## src/sv/rsbv_pkg.sv

```systemverilog
package rsbv_pkg;

	localparam int unsigned WORD_BITS_C       = 32;
	localparam int unsigned WORD_SH_C         = 5;
	localparam int unsigned WORDS_PER_BLOCK_C = 8;
	localparam int unsigned MAX_WORDS_C       = 1024;

	localparam logic [2:0] OP_WRITE  = 3'd0;
	localparam logic [2:0] OP_READ   = 3'd1;
	localparam logic [2:0] OP_BUILD  = 3'd2;
	localparam logic [2:0] OP_RANK   = 3'd3;
	localparam logic [2:0] OP_SELECT = 3'd4;
	localparam logic [2:0] OP_CLEAR  = 3'd5;

	typedef struct packed {
		logic [2:0]  opcode;
		logic [15:0] position;
		logic        bit_value;
	} req_t;

	typedef struct packed {
		logic [15:0] answer;
		logic        range_error;
		logic [15:0] length;
		logic [15:0] ones_count;
	} rsp_t;

	typedef struct packed {
		logic        valid;
		logic [31:0] word;
		logic [4:0]  k;
	} nth_req_t;

	typedef struct packed {
		logic       valid;
		logic [4:0] pos;
	} nth_rsp_t;

	typedef enum logic [3:0] {
		ST_CLEAR,
		ST_IDLE,
		ST_WR,
		ST_RD,
		ST_BUILD,
		ST_RANK_DIR,
		ST_RANK_SCAN,
		ST_SEL_SEARCH,
		ST_SEL_CMP,
		ST_SEL_BASE,
		ST_SEL_SCAN,
		ST_SEL_NTH
	} state_t;

	function automatic logic [5:0] pop32(input logic [31:0] x);
		logic [31:0] v;
		v = ((x >> 1) & 32'h55555555) + (x & 32'h55555555);
		v = ((v >> 2) & 32'h33333333) + (v & 32'h33333333);
		v = ((v >> 4) & 32'h0f0f0f0f) + (v & 32'h0f0f0f0f);
		v = ((v >> 8) & 32'h00ff00ff) + (v & 32'h00ff00ff);
		v = ((v >> 16) & 32'h0000ffff) + (v & 32'h0000ffff);
		return v[5:0];
	endfunction

endpackage

```

## src/sv/rsbv_nth.sv

```systemverilog
// Position of the k-th set bit of a word: byte pick, then bit pick.
module rsbv_nth (
	input  logic               clk,
	input  logic               arst_n,
	input  rsbv_pkg::nth_req_t nreq,
	output rsbv_pkg::nth_rsp_t nrsp
);
	import rsbv_pkg::*;

	logic       v_s1;
	logic [7:0] byte_s1;
	logic [2:0] k_s1;
	logic [1:0] bsel_s1;
	logic [1:0] bsel_c;
	logic [5:0] sub_c;
	logic [2:0] bit_c;
	logic       v_s2;
	logic [4:0] pos_s2;

	always_comb begin
		logic [5:0] base;
		logic [5:0] p;
		logic       found;
		base   = '0;
		found  = 1'b0;
		bsel_c = '0;
		sub_c  = '0;
		for (int i = 0; i < 4; i++) begin
			p = pop32({24'b0, nreq.word[8*i +: 8]});
			if (!found && ({1'b0, nreq.k} < base + p)) begin
				found  = 1'b1;
				bsel_c = 2'(i);
				sub_c  = base;
			end
			base = base + p;
		end
	end

	always_comb begin
		logic [3:0] cnt;
		logic       hit;
		cnt   = '0;
		hit   = 1'b0;
		bit_c = '0;
		for (int j = 0; j < 8; j++) begin
			if (byte_s1[j]) begin
				if (!hit && cnt == {1'b0, k_s1}) begin
					hit   = 1'b1;
					bit_c = 3'(j);
				end
				cnt = cnt + 4'd1;
			end
		end
	end

	always_ff @(posedge clk or negedge arst_n) begin
		if (!arst_n) begin
			v_s1 <= 1'b0;
			v_s2 <= 1'b0;
		end else begin
			v_s1 <= nreq.valid;
			v_s2 <= v_s1;
		end
	end

	always_ff @(posedge clk) begin
		byte_s1 <= nreq.word[8*bsel_c +: 8];
		k_s1    <= 3'(6'({1'b0, nreq.k}) - sub_c);
		bsel_s1 <= bsel_c;
		pos_s2  <= {bsel_s1, bit_c};
	end

	assign nrsp = {v_s2, pos_s2};

endmodule

```

## config.mk

```make
export PLATFORM = sky130hd
export DESIGN_NAME = rsbv_nth
export DESIGN_NICKNAME = d
export VERILOG_FILES = /design/src/sv/rsbv_pkg.sv /design/src/sv/rsbv_nth.sv
export SDC_FILE = /design/constraint.sdc
export NUM_CORES = 1
export LEC_CHECK = 0
export BUFFER_PORTS_ARGS = -buffer_cell sky130_fd_sc_hd__buf_2
export CORE_UTILIZATION = 53
export DETAILED_ROUTE_END_ITERATION = 10
export PLACE_DENSITY = 0.81
export SLEW_MARGIN = 40
export SYNTH_ARGS = -nofsm -noshare
export SYNTH_HDL_FRONTEND = slang
export SYNTH_SLANG_ARGS = --single-unit
```

## constraint.sdc

```tcl
create_clock -name clk -period 4.4 [get_ports clk]
set_input_delay 0 -clock clk [delete_from_list [all_inputs] [get_ports clk]]
set_output_delay 0 -clock clk [all_outputs]
set_load 0.01 [all_outputs]
```

==> reports/metrics.cfg <==
[routing]
ant_nets = 0
wl_per_cell_um = 21.85
dr.pass1.iters = 5
viasPerCell = 6.158
vias = 3165
drt-initial-drc-count = 363
totalWireLength_um = 11230
drcViolationCount = 0

[worst_setup_path]
worstSetupPathType = in2reg
crit_slowest_cell = fa_1
endpoint_kind = flop
critPathRequiredTime_ns = 4.56
worstPathArrival_ns = 6.84
cp-start-kind = primary input
reg2reg_to = pos_s2[2]$_DFF_P_
cp_slowest_stage_delay_ns = 0.59
r2r-start = byte_s1[0]$_DFF_P_
r2r_cells = 19
worst-path-max-fanout = 3
rrSetupSlack_ns = 0.22

[timing]
max_freq_ghz = 0.1496
period_minus_slack_ns = 6.686
maxSlewHeadroom_pct = 63.25
hold_ws_ns = 0.01593
fin_ws_ns = -2.286
final-hold-violation-count = 0
maxSlewViolCount = 0
rsz0062_at_grt = yes
clock_skew_ns = 0.002088
finalSetupViolCount = 13
tightest_slew_ns = 0.5504
tns_ns = -25.70
fin_crit_sh_pct = 152.0

[floorplanning]
io_pins = 46
rows = 27
fp.dieH_um = 79.10
dieArea_sq_um = 6257
start_util_pct = 56.18
core_area_sq_um = 5608
die_w_um = 79.10

[hold_path]
hp-class = in2reg
holdPathEnd = byte_s1[0]$_DFF_P_
whs_path_depth = 2
worstHoldStart = nreq[29]

[yosys]
synth-seq-cells = 20
synth-xor-area-share_pct = 12.63
synth_mux_area_share_pct = 6.037
synth.avg_cell_area_sq_um = 9.461
syn-cell-area_sq_um = 3151
synth_common_cells = ha_1, inv_1, fa_1, nor2_1, dfxtp_1
yosysWarnings = 0
synthAdderAreaFrac_pct = 35.98
synth_edf_count = 0
synth.distinct_cells = 56
ys_async_sr_fraction_pct = 10.00
yosys.area.top_type = ha_1
yosysTopAreaCellShare_pct = 22.64
yosys_most_used_dff = dfxtp_1
postSynthCellCount = 333
synth_top_family_by_area = adder cells
post-synth-top-count-cell = ha_1
synth_compound_area_share_pct = 12.43
ys_top_cells_by_area = ha_1, fa_1, dfxtp_1, inv_1, xor2_1
yosysSeqAreaShare_pct = 13.03
syn-num-nets = 451
synthSimpleGateAreaFrac_pct = 12.47

[cells_and_area]
regArea_sq_um = 412.9
multi_input_area_sq_um = 2728
antenna_cells = 0
nets = 561
area_growth_pct = 37.49
postLayoutCoreUtil_pct = 77.24
post_route_cells_drive_above_1_share_pct = 38.01
fillCellCount = 300

[grt]
grt_max_degree = 19
top_usage_layer = met2
grtUsageMet3_pct = 5.057
grt_pass1_vias = 3111
grt_usage_pct = 30.91
grt_util_met1_pct = 30.17
overflow = 0
grt_pass1_wl_um = 14570
grt_antenna_before_repair = 0
use_met2_pct = 59.48

[clocking]
cts-buffers-inserted = 3
root_buffer = clkbuf_8
cts.clk_slew.worst_paths_ns = 0.08
htree_levels = 1
cts_tree = done
clk_latency_ns = 0.26
cts.sinks = 20
cts_buffer_depth = 2

[place]
io_buffers = 45
dpl.hpwl_um = 6068
gp_congestion = 0.8262
dpl_worst_slack_ns = -2.595

[status]
outcome = finished with violations
violations = setup timing

[flow_run]
drv_cap = 0

[worst max-delay path by stage]
stage / start / endpoint / slack [ns] / depth (start not counted)
after global placement: nreq[7] / k_s1[2]$_DFF_P_ / -2.47 / 30
final: nreq[6] / k_s1[2]$_DFF_P_ / -2.29 / 30
after CTS: nreq[12] / k_s1[2]$_DFF_P_ / -2.20 / 30
after floorplan: nreq[7] / k_s1[2]$_DFF_P_ / -2.45 / 30
after detailed placement: nreq[7] / k_s1[2]$_DFF_P_ / -2.59 / 30
after global routing: nreq[6] / k_s1[2]$_DFF_P_ / -2.53 / 30
[layout make-up]
class	count	area share, %
clock inverter	1	0.6932
inverter	48	4.159
multi-input combinational	256	62.97
clock buffer	3	0.9532
tap	72	2.080
sequential	20	9.532
timing repair buffer	114	19.61
[cells in the final DEF, fill, tap and decap left out, types with 12 or more instances in the layout]
cell and instances:
ha_1 45, nand2_1 12, dfxtp_1 16, xnor2_1 12, fa_1 19, buf_4 59, a21oi_1 13, inv_1 41
xor2_1 15, nor2_1 19, buf_2 37
[kinds of logic (layout without fill, tap and decap cells)]
| family | after synthesis | count (layout) |
|---|---|---|
| adder cells (fa/ha/maj) | 78 | 78 |
| AND/OR/NAND/NOR | 72 | 72 |
| buffers and inverters | 57 | 166 |
| AO/OA/AOI/OAI | 53 | 53 |
| XOR/XNOR | 35 | 35 |
| flip-flops | 20 | 20 |
| multiplexers | 18 | 18 |
[sequential cells by signal, summed over array words and instances, names as in the netlist]
| register | count |
|---|---|
| v_s2 | 1 |
| v_s1 | 1 |
| bsel_s1 | 2 |
| byte_s1 | 8 |
| k_s1 | 3 |
| pos_s2 | 5 |
[critical path: cells and delay by family]
kind	cells	cell delay [ns]
compound gates	6	0.94
fa+ha+maj	14	4.72
xor+xnor	4	0.57
buf+inv	5	0.35
simple gates	1	0.23
[metrics by stage]
stage / area [sq um] / cells
after detailed placement: 3720 / 469
after global placement: 3720 / 469
after floorplan: 3254 / 333
final: 4332 / 514
after global routing: 4332 / 514
after CTS: 4114 / 506
[routing by layer]
metal	wire length (um)	share of wire [%]
met4	987	8.8
met2	5747	51
met3	950	8.5
met1	3544	32
met5	0	0
[timing repair]
item	in CTS	in global routing
hold endpoints to repair	6	1
resized for setup	12	36
pin swaps	17	16
endpoints found under the setup margin	13	16
setup buffers	30	9
cloned	0	1
hold buffers	5	1
Power is not shown: default switching activity piles up to over one toggle a cycle in this logic, so the estimate is an artifact.
